[src/hw/rtl/scfr_pkg.sv]
// Shared types and constants for the sync checksum frame receiver.
// Used by every module of the block; depends on nothing.
`default_nettype none

package scfr_pkg;

    localparam int FRAME_SIZE = 7;
    localparam logic [7:0] SYNC_MARK = 8'hFF;

    typedef struct packed {
        logic       sync;
        logic [7:0] data;
    } t_beat;

    typedef struct packed {
        logic [7:0] dev_address;
        logic [7:0] instr_high;
        logic [7:0] instr_low;
        logic [7:0] data_high;
        logic [7:0] data_low;
        logic [7:0] checksum_byte;
    } t_frame;

    typedef struct packed {
        logic  wr;
        t_beat beat;
    } t_q_wr;

endpackage

`default_nettype wire

[src/hw/rtl/sync_checksum_frame_receiver.sv]
// Sync byte framed receiver with additive checksum, top level.
// Instantiates scfr_front, scfr_queue and scfr_back; depends on scfr_pkg.
//
// Input channel: drive i_rx_byte and raise i_push; a beat is taken at a
// clock edge with i_push high and o_full low. Up to one byte per cycle.
// Bytes are framed as sync 0xFF, address, two instruction bytes, two data
// bytes and a checksum over bytes 1 to 5 (sum modulo 256).
// Result channel: a good frame appears on the o_* fields while o_empty is
// low and is taken at an edge with i_pop high. Bad frames are dropped and
// the assembler resyncs on the first 0xFF among the buffered bytes.
// The frame's last byte is written into the queue, then read by the
// assembler, which registers the result, when no older byte waits in the
// queue. Throughput: one byte per cycle while no result waits, set by the
// single frame assembler, which retires one queued byte a cycle.
// Stall: while a result waits and i_pop is low, the assembler holds and up
// to QUEUE_DEPTH bytes gather in the queue before o_full rises.
// Reset (i_rst_n low, synchronous): the queue and the partial frame are
// emptied and any waiting result is discarded.
`default_nettype none

module sync_checksum_frame_receiver #(
    parameter int QUEUE_DEPTH = 4
) (
    input  wire logic       i_clk,
    input  wire logic       i_rst_n,
    input  wire logic       i_push,
    input  wire logic [7:0] i_rx_byte,
    output logic            o_full,
    output logic            o_empty,
    input  wire logic       i_pop,
    output logic [7:0]      o_dev_address,
    output logic [7:0]      o_instr_high,
    output logic [7:0]      o_instr_low,
    output logic [7:0]      o_data_high,
    output logic [7:0]      o_data_low,
    output logic [7:0]      o_checksum_byte
);
    import scfr_pkg::*;

    t_q_wr  q_wr;
    t_beat  rd_beat;
    t_frame res;
    logic   q_full;
    logic   rd_valid;
    logic   beat_take;
    logic   res_valid;

    scfr_front u_front (
        .i_push    (i_push),
        .i_rx_byte (i_rx_byte),
        .i_q_full  (q_full),
        .o_full    (o_full),
        .o_q_wr    (q_wr)
    );

    scfr_queue #(
        .DEPTH (QUEUE_DEPTH)
    ) u_queue (
        .i_clk      (i_clk),
        .i_rst_n    (i_rst_n),
        .i_q_wr     (q_wr),
        .o_full     (q_full),
        .o_rd_valid (rd_valid),
        .o_rd_beat  (rd_beat),
        .i_rd       (beat_take)
    );

    scfr_back u_back (
        .i_clk        (i_clk),
        .i_rst_n      (i_rst_n),
        .i_beat_valid (rd_valid),
        .i_beat       (rd_beat),
        .o_beat_take  (beat_take),
        .i_pop        (i_pop),
        .o_res_valid  (res_valid),
        .o_res        (res)
    );

    assign o_empty         = !res_valid;
    assign o_dev_address   = res.dev_address;
    assign o_instr_high    = res.instr_high;
    assign o_instr_low     = res.instr_low;
    assign o_data_high     = res.data_high;
    assign o_data_low      = res.data_low;
    assign o_checksum_byte = res.checksum_byte;

endmodule

`default_nettype wire

[src/hw/rtl/scfr_front.sv]
// Front end: accepts received bytes and tags sync bytes before queueing.
// Depends on scfr_pkg.
`default_nettype none

module scfr_front (
    input  wire logic          i_push,
    input  wire logic [7:0]    i_rx_byte,
    input  wire logic          i_q_full,
    output logic               o_full,
    output scfr_pkg::t_q_wr    o_q_wr
);
    import scfr_pkg::*;

    always_comb begin
        o_full           = i_q_full;
        o_q_wr.wr        = i_push && !i_q_full;
        o_q_wr.beat.sync = (i_rx_byte == SYNC_MARK);
        o_q_wr.beat.data = i_rx_byte;
    end

endmodule

`default_nettype wire

[src/hw/rtl/scfr_queue.sv]
// Short beat queue between the front end and the frame assembler.
// Depends on scfr_pkg.
`default_nettype none

module scfr_queue #(
    parameter int DEPTH = 4
) (
    input  wire logic          i_clk,
    input  wire logic          i_rst_n,
    input  wire scfr_pkg::t_q_wr i_q_wr,
    output logic               o_full,
    output logic               o_rd_valid,
    output scfr_pkg::t_beat    o_rd_beat,
    input  wire logic          i_rd
);
    import scfr_pkg::*;

    localparam int AW = (DEPTH > 1) ? $clog2(DEPTH) : 1;
    localparam int CW = $clog2(DEPTH + 1);
    localparam logic [AW-1:0] LAST_IDX = AW'(DEPTH - 1);
    localparam logic [CW-1:0] FULL_CNT = CW'(DEPTH);

    t_beat          r_mem [DEPTH];
    logic [AW-1:0]  r_wr_ptr, n_wr_ptr;
    logic [AW-1:0]  r_rd_ptr, n_rd_ptr;
    logic [CW-1:0]  r_count, n_count;
    logic           rd_en;

    always_comb begin
        o_full     = (r_count == FULL_CNT);
        o_rd_valid = (r_count != '0);
        o_rd_beat  = r_mem[r_rd_ptr];
        rd_en      = i_rd && o_rd_valid;
        n_wr_ptr   = r_wr_ptr;
        n_rd_ptr   = r_rd_ptr;
        n_count    = r_count;
        if (i_q_wr.wr) begin
            n_wr_ptr = (r_wr_ptr == LAST_IDX) ? '0 : AW'(r_wr_ptr + 1'b1);
        end
        if (rd_en) begin
            n_rd_ptr = (r_rd_ptr == LAST_IDX) ? '0 : AW'(r_rd_ptr + 1'b1);
        end
        if (i_q_wr.wr && !rd_en) begin
            n_count = CW'(r_count + 1'b1);
        end else if (!i_q_wr.wr && rd_en) begin
            n_count = CW'(r_count - 1'b1);
        end
    end

    always_ff @(posedge i_clk) begin
        if (!i_rst_n) begin
            r_wr_ptr <= '0;
            r_rd_ptr <= '0;
            r_count  <= '0;
        end else begin
            r_wr_ptr <= n_wr_ptr;
            r_rd_ptr <= n_rd_ptr;
            r_count  <= n_count;
        end
    end

    always_ff @(posedge i_clk) begin
        if (i_q_wr.wr) begin
            r_mem[r_wr_ptr] <= i_q_wr.beat;
        end
    end

endmodule

`default_nettype wire

[src/hw/rtl/scfr_back.sv]
// Back end: assembles frames, checks the checksum, resyncs on bad frames
// and holds the result register. Depends on scfr_pkg.
`default_nettype none

module scfr_back (
    input  wire logic            i_clk,
    input  wire logic            i_rst_n,
    input  wire logic            i_beat_valid,
    input  wire scfr_pkg::t_beat i_beat,
    output logic                 o_beat_take,
    input  wire logic            i_pop,
    output logic                 o_res_valid,
    output scfr_pkg::t_frame     o_res
);
    import scfr_pkg::*;

    localparam logic [2:0] LAST_POS = 3'(FRAME_SIZE - 1);
    localparam logic [2:0] FRAME_CNT = 3'(FRAME_SIZE);

    logic [7:0] r_buf [FRAME_SIZE];
    logic [7:0] n_buf [FRAME_SIZE];
    logic [2:0] r_held, n_held;
    logic       r_res_valid, n_res_valid;
    t_frame     r_res, n_res;

    logic [7:0] frame [FRAME_SIZE];
    logic [7:0] shifted [FRAME_SIZE];
    logic [7:0] sum;
    logic [2:0] pos;
    logic       found;

    always_comb begin
        frame    = r_buf;
        frame[FRAME_SIZE-1] = i_beat.data;
        sum      = 8'(frame[1] + frame[2] + frame[3] + frame[4] + frame[5]);

        found = 1'b0;
        pos   = '0;
        for (int i = FRAME_SIZE - 1; i >= 1; i--) begin
            if (frame[i] == SYNC_MARK) begin
                found = 1'b1;
                pos   = 3'(i);
            end
        end

        shifted = frame;
        for (int p = 1; p < FRAME_SIZE; p++) begin
            if (pos == 3'(p)) begin
                for (int j = 0; j < FRAME_SIZE - p; j++) begin
                    shifted[j] = frame[j + p];
                end
            end
        end
    end

    always_comb begin
        o_beat_take = i_beat_valid && (!r_res_valid || i_pop);
        n_buf       = r_buf;
        n_held      = r_held;
        n_res       = r_res;
        n_res_valid = r_res_valid && !i_pop;
        if (o_beat_take) begin
            priority if (r_held == '0) begin
                if (i_beat.sync) begin
                    n_buf[0] = i_beat.data;
                    n_held   = 3'd1;
                end
            end else if (r_held != LAST_POS) begin
                n_buf[r_held] = i_beat.data;
                n_held        = 3'(r_held + 3'd1);
            end else if (sum == i_beat.data) begin
                n_res.dev_address   = frame[1];
                n_res.instr_high    = frame[2];
                n_res.instr_low     = frame[3];
                n_res.data_high     = frame[4];
                n_res.data_low      = frame[5];
                n_res.checksum_byte = frame[6];
                n_res_valid         = 1'b1;
                n_held              = '0;
            end else begin
                n_buf  = shifted;
                n_held = found ? 3'(FRAME_CNT - pos) : '0;
            end
        end
    end

    always_ff @(posedge i_clk) begin
        if (!i_rst_n) begin
            r_held      <= '0;
            r_res_valid <= 1'b0;
        end else begin
            r_held      <= n_held;
            r_res_valid <= n_res_valid;
        end
    end

    always_ff @(posedge i_clk) begin
        r_buf <= n_buf;
        r_res <= n_res;
    end

    assign o_res_valid = r_res_valid;
    assign o_res       = r_res;

endmodule

`default_nettype wire

[config.mk]
export PLATFORM = sky130hd
export DESIGN_NAME = sync_checksum_frame_receiver
export DESIGN_NICKNAME = d
export VERILOG_FILES = /design/src/hw/rtl/scfr_pkg.sv /design/src/hw/rtl/sync_checksum_frame_receiver.sv /design/src/hw/rtl/scfr_front.sv /design/src/hw/rtl/scfr_queue.sv /design/src/hw/rtl/scfr_back.sv
export SDC_FILE = /design/constraint.sdc
export NUM_CORES = 1
export LEC_CHECK = 0
export BUFFER_PORTS_ARGS = -buffer_cell sky130_fd_sc_hd__buf_2
export CORE_AREA = 3 3 129 131
export DETAILED_ROUTE_END_ITERATION = 16
export DIE_AREA = 0 0 132 134
export GPL_TIMING_DRIVEN = 1
export PLACE_DENSITY = 0.71
export SKIP_LAST_GASP = 1
export SYNTH_ARGS = -nofsm -noshare
export SYNTH_HDL_FRONTEND = slang
export SYNTH_SLANG_ARGS = --single-unit
[constraint.sdc]
create_clock -name i_clk -period 12.8 [get_ports i_clk]
set_input_delay 1.28 -clock i_clk [delete_from_list [all_inputs] [get_ports i_clk]]
set_output_delay 1.28 -clock i_clk [all_outputs]
set_load 0.01 [all_outputs]
Word level (Yosys, flattened, before mapping)
Memories as Yosys holds them, arrays and structs flattened. A register that Yosys moved wholly into a read port is not among the register bits.
Cells that the tools add are included.
{"block": "classes", "addsub": 10, "mux": 42, "bitwise_logic": 3, "n_eq_ne": 21, "n_lt_le_gt_ge": 2, "n_reduce_logical": 31}
{"op": "$mux 56", "n": 2}
{"op": "$bwmux 56", "n": 1}
{"op": "$eq 8x8->1 const B", "n": 7}
{"op": "$mux 48", "n": 1}
{"op": "$mux 40", "n": 1}
{"op": "$mux 3", "n": 13}
{"op": "$add 8x8->8", "n": 4}
{"op": "$mux 32", "n": 1}
{"op": "$mux 8", "n": 4}
{"op": "$reduce_and 4->1", "n": 7}
{"op": "$demux 8 s3", "n": 1}
{"op": "$mux 24", "n": 1}
{"op": "$mux 16", "n": 1}
{"op": "$eq 3x3->1 const B", "n": 4}
{"op": "$mux 1", "n": 12}
{"op": "$eq 8x8->1", "n": 1}
{"op": "$mux 2", "n": 4}
{"op": "$reduce_bool 8->1", "n": 1}
{"op": "$logic_and 1x1->1", "n": 7}
{"op": "$add 3x1->3 const B", "n": 2}
{"op": "$eq 3x2->1 const B", "n": 2}
{"op": "$reduce_bool 3->1", "n": 2}
{"op": "$reduce_bool 6->1", "n": 1}
{"op": "$logic_not 1->1", "n": 5}
{"op": "20 further kinds", "n": 24}
{"block": "totals", "mem_bits_rw": 36, "regBits": 115, "mem_count": 1, "in_bits": 12, "word_cells": 128}
{"name": "u_queue.r_mem", "words": 4, "word_bits": 9, "read_ports": 1, "rd_ports_with_merged_regs": 1, "wr": 1, "line": "scfr_queue.sv:23", "source": "t_beat r_mem [DEPTH];"}

Longest topological paths before layout
{"block": "logic_depth", "ltp_word": 17, "depth_mapped": 14}

Cells and area by module
A second synthesis with hierarchy kept.
{"block": "hier_totals", "hier_cells": 496, "hier_area_um2": 6897.9}
{"mod": "scfr_back", "cells_each": 389, "area_per_inst_um2": 5031.1, "seq_area_each_um2": 2722.6, "n_inst": 1}
{"mod": "scfr_queue", "cells_each": 93, "area_per_inst_um2": 1773.0, "seq_area_each_um2": 1261.2, "n_inst": 1}
{"mod": "scfr_front", "cells_each": 13, "area_per_inst_um2": 90.1, "seq_area_each_um2": 0.0, "n_inst": 1}
{"mod": "sync_checksum_frame_receiver", "cells_each": 1, "area_per_inst_um2": 3.8, "seq_area_each_um2": 0.0, "n_inst": 1}

Worst setup path after synthesis
No wires, ideal clock.
{"block": "synth_path", "kind": "register -> register", "start": "reg u_back.r_buf, in the netlist u_back.frame[9]", "end": "reg u_back.r_res, in the netlist u_back.o_res[0] (enable)", "stages_incl_launch_ff": 13, "setup_slack_ps": 6837, "required_ps": 12354, "period_less_slack_ps": 5963, "t_arrival_ps": 5517, "n_path_buf": 0, "cell_sequence": "edfxtp_1 fa_1 fa_1 fa_1 ha_1 inv_1 fa_1 nor2b_1 o221ai_1 a21oi_2 xnor3_1 nand4_1 nor3_2"}
{"block": "synth_between", "elab_chain_cells": 3}
{"element": "start: declaration", "line": "scfr_back.sv:20", "source": "logic [7:0] r_buf [FRAME_SIZE];"}
{"element": "start signal: assignment", "line": "scfr_back.sv:98", "source": "r_buf <= n_buf;"}
{"element": "$add 8x8->8", "line": "scfr_back.sv:35", "source": "sum = 8'(frame[1] + frame[2] + frame[3] + frame[4] + frame[5]);"}
{"element": "$eq 8x8->1", "line": "scfr_back.sv:71", "source": "end else if (sum == i_beat.data) begin"}
{"element": "$reduce_and 4->1 (no source line)"}
{"element": "end signal: assignment", "line": "scfr_back.sv:99", "source": "r_res <= n_res;"}
{"element": "end: declaration", "line": "scfr_back.sv:24", "source": "t_frame r_res, n_res;"}
Every way passes these cells.
A chain may end at the register's enable or synchronous reset.

Worst setup path after layout
{"block": "layout_path", "start": "reg u_back.r_buf, in the netlist u_back.frame[9]", "end": "reg u_back.r_buf, in the netlist u_back.frame[23] (enable)"}
{"block": "layout_between", "elab_chain_cells": 9, "word_cells_on_any_way": 13, "classes_between": "add/sub (1); eq/ne (5); mux (5); reduce/logical (2)"}
{"element": "$eq 8x8->1", "line": "scfr_back.sv:40", "source": "if (frame[i] == SYNC_MARK) begin"}
{"element": "$mux 3 (5 in series)", "line": "scfr_back.sv:40"}
{"element": "$eq 3x2->1 or $eq 3x1->1 (tied branches)", "line": "scfr_back.sv:48", "source": "if (pos == 3'(p)) begin"}
{"element": "$reduce_bool 3->1 (no source line)"}
{"element": "$reduce_and 4->1 (no source line) (*)"}
Mark *: on every way between the ends. The rest lies on a longest branch, timed or not.

==> summary.txt <==
CTS
  – Post-CTS Hold Buffers: 0
  – Maximum clock path buffer count: 2
  – Clk slew on worst S/H paths: 0.06 ns
  – CTS Buf Count: 17
  – CTS sink cnt: 137
  – Root Driver: clkbuf_16
  – Clock Latency Late Sink: 0.43 ns
  – CTS H-tree lvls: 4
  – Post-CTS setup buffers: 0
  – CTS tree: built
  – Post-CTS Resized: 0

Synthesis
  – Synth top area share: 53.39%
  – Ys flop type: edfxtp_1
  – Distinct cells, synth: 61
  – Post-synth top area cell: edfxtp_1
  – Ys Warns: 0
  – Synth Instances: 522
  – Largest family of logic cells by synthesized area: compound AO/OA/AOI/OAI gates
  – Mapped Avg Cell Area: 13.36 um2
  – Seq/Total Area, Yosys: 57.12%
  – Post-synth ARST share: 0%
  – Mapped cell area: 6974 um2
  – Largest cells by area after synthesis: edfxtp_1 53%, fa_1 6.0%, dfxtp_1 3.7%
  – Yosys reg bits: 137
  – Synth Area in Adders: 9.078%
  – Post-Synth XOR/XNOR Area: 3.534%
  – Post-synthesis mux area share: 7.248%
  – Synth Net Count: 572
  – Compound-cell area share of the yosys netlist: 11.19%
  – EDFF count, synth: 124
  – Post-synthesis simple-gate area fraction: 8.540%

Timing
  – Fmax: 0.1812 GHz
  – Final Worst Setup Slack: 7.280 ns
  – Hold Vio Cnt, Final: 0
  – RSZ-0062 raised after global routing: no
  – Setup violations, final: 0
  – Final critical-path share of the clock period: 43.13%
  – Post-layout minimum cycle time: 5.520 ns
  – Final Skew: 0.008721 ns
  – Max_slew headroom: 16.96%
  – Worst Max-Slew Pin Slew: 1.236 ns
  – Pins over their slew limit: 0
  – Final TNS setup: 0 ns

Route
  – Aggregate routed wire length: 16530 um
  – Via density: 5.723
  – DRT Pass-1 Iters: 5
  – Routed WL per cell: 20.38 um
  – DRT antenna net count: 0
  – Vias: 4641
  – Drt initial violations: 499
  – DRC viols: 0

Floorplanning
  – IO Pins: 62
  – Row cnt: 46
  – Die span in y: 134 um
  – DIE WIDTH: 132 um
  – Core area: 15710 um2
  – Die area: 17690 um2
  – Initial Utilization: 44.39%

Final layout
  – Final Util: 51.55%
  – Area growth syn-to-layout: 16.15%
  – Ant diodes: 0
  – Final Cell Area: 8100 um2
  – Share of layout cells above drive strength 1: 21.68%
  – Nets: 632

Critical path
  – WP data arrival: 5.56 ns
  – Crit. End Element: flop
  – CP Data Required Time: 12.84 ns
  – Worst-path maximum fanout: 8
  – Worst setup SP type: flop
  – CP Class: flop to flop

Global routing
  – First-pass GRT wire length: 25810 um
  – Initial antenna violation count: 0
  – Vias in the first global route: 4617
  – All-Layer GR Usage: 19.27%
  – Largest net degree at the start of global routing: 49
  – Total gr overflow: 0

Min path
  – Hold crit path type: flop to flop

Placement
  – Gpl congestion: 0.9488
  – Dpl hpwl: 11510 um
  – PortBufs: 61
  – Area after DPL: 7466 um2
  – Setup slack at placement: 7.313 ns

Outcome
  – Status: complete, no violations

Power and ir drop
  – Peak supply drop: 0.0001028 V
  – PD cells: 167.8 nW/um2
  – P_leak: 3.106 nW

Run
  – Max-Cap Viols: 0
-- flip-flops by register name, indices dropped and copies added, names as in the netlist, named ones only --
name / cells
u_back.r_held: 3
u_back.frame: 40
u_back.o_res: 48
u_queue.r_count: 3
u_back.o_res_valid: 1
u_queue.r_wr_ptr: 2
u_queue.r_rd_ptr: 2
u_queue.r_mem: 36
-- per-layer routing --
| layer | global-route usage, % | up-vias | wire [um] |
|---|---|---|---|
| li1 | - | 2087 | - |
| met1 | 23.79 | 2237 | 6495 |
| met2 | 30.22 | 266 | 7785 |
| met3 | 5.214 | 51 | 1425 |
| met4 | 12.19 | 0 | 825 |
| met5 | 0 | - | 0 |
-- cell usage in the layout (no fill, tap or decap), types with 6 or more instances in the layout --
cell type,count
edfxtp_1,124
buf_2,61
nor2_1,52
a21oi_1,34
inv_1,26
mux2i_1,22
clkbuf_16,22
fa_1,21
ha_1,17
nand4_1,16
o21ai_0,15
a22o_1,15
o21ai_1,13
dfxtp_1,13
nand2_1,12
and2_1,12
o211ai_1,10
o22ai_1,9
mux4_2,8
xnor2_1,8
mux2_2,7
or2_2,6
nor3_1,6
-- cell usage after synthesis, types with 9 or more instances --
| cell | n |
|---|---|
| nand4_1 | 16 |
| a21oi_1 | 34 |
| fa_1 | 21 |
| ha_1 | 17 |
| o211ai_1 | 10 |
| dfxtp_1 | 13 |
| a22o_1 | 15 |
| and2_1 | 12 |
| edfxtp_1 | 124 |
| nand2_1 | 12 |
| o21ai_0 | 15 |
| nor2_1 | 52 |
| clkbuf_1 | 11 |
| inv_1 | 26 |
| mux2i_1 | 22 |
| o22ai_1 | 9 |
| o21ai_1 | 13 |
-- final cells by class --
cell class / count / area, um2
fill: 1287 / 7612
sequential: 137 / 3984
multi-input combinational: 333 / 2768
clock buffer: 30 / 620.6
timing repair buffer: 66 / 342.8
tap: 216 / 270.3
inverter: 27 / 101.3
clock inverter: 2 / 13.76
-- where the power goes --
part           switching (mW)  internal, mW
logic                   0.185         0.121
registers              0.0283         0.518
clock network           0.180         0.327
-- through the flow --
| stage | instances | hold WS (ns) | power (mW) |
|---|---|---|---|
| 6_report | 811 | 0.5072 | 1.359 |
| 5_1_grt | 811 | 0.5109 | 1.413 |
| 4_1_cts | 811 | 0.5042 | 1.361 |
| 3_5_place_dp | 779 | 0.4792 | 0.8551 |
| 3_3_place_gp | 779 | 0.4783 | 0.8436 |
| 2_1_floorplan | 522 | 0.4506 | 0.7847 |
-- kinds of logic (layout without fill, tap and decap cells) --
group,count (synthesis),in the layout
XOR/XNOR,20,20
AND/OR/NAND/NOR,118,118
buffers and inverters,52,125
multiplexers,38,38
AO/OA/AOI/OAI,119,119
flip-flops,137,137
adder cells (fa/ha/maj),38,38
-- worst paths after layout --
path | slack, ns | to | startpoint | cells after the start
worst max-delay path | 7.28 | u_back.frame[23]$_DFFE_PP_ | u_back.frame[9]$_DFFE_PP_ | 13
worst min-delay path | 0.51 | u_back.o_res[46]$_DFFE_PP_ | u_back.frame[46]$_DFFE_PP_ | 0
worst max register to register | 7.28 | u_back.frame[23]$_DFFE_PP_ | u_back.frame[9]$_DFFE_PP_ | 13
worst min register to register | 0.51 | u_back.o_res[46]$_DFFE_PP_ | u_back.frame[46]$_DFFE_PP_ | 0
-- worst max-delay path, stage by stage (launching register included) --
cell	delay (ns)
edfxtp_1	0.51
fa_1	0.55
fa_1	0.55
fa_1	0.57
ha_1	0.20
inv_1	0.07
fa_1	0.41
nor2b_1	0.18
o221ai_1	0.16
a21oi_2	0.27
xnor3_1	0.39
nand4_1	0.22
nand2_1	0.11
a2111oi_2	0.95
(Power assumes the default switching activity.)
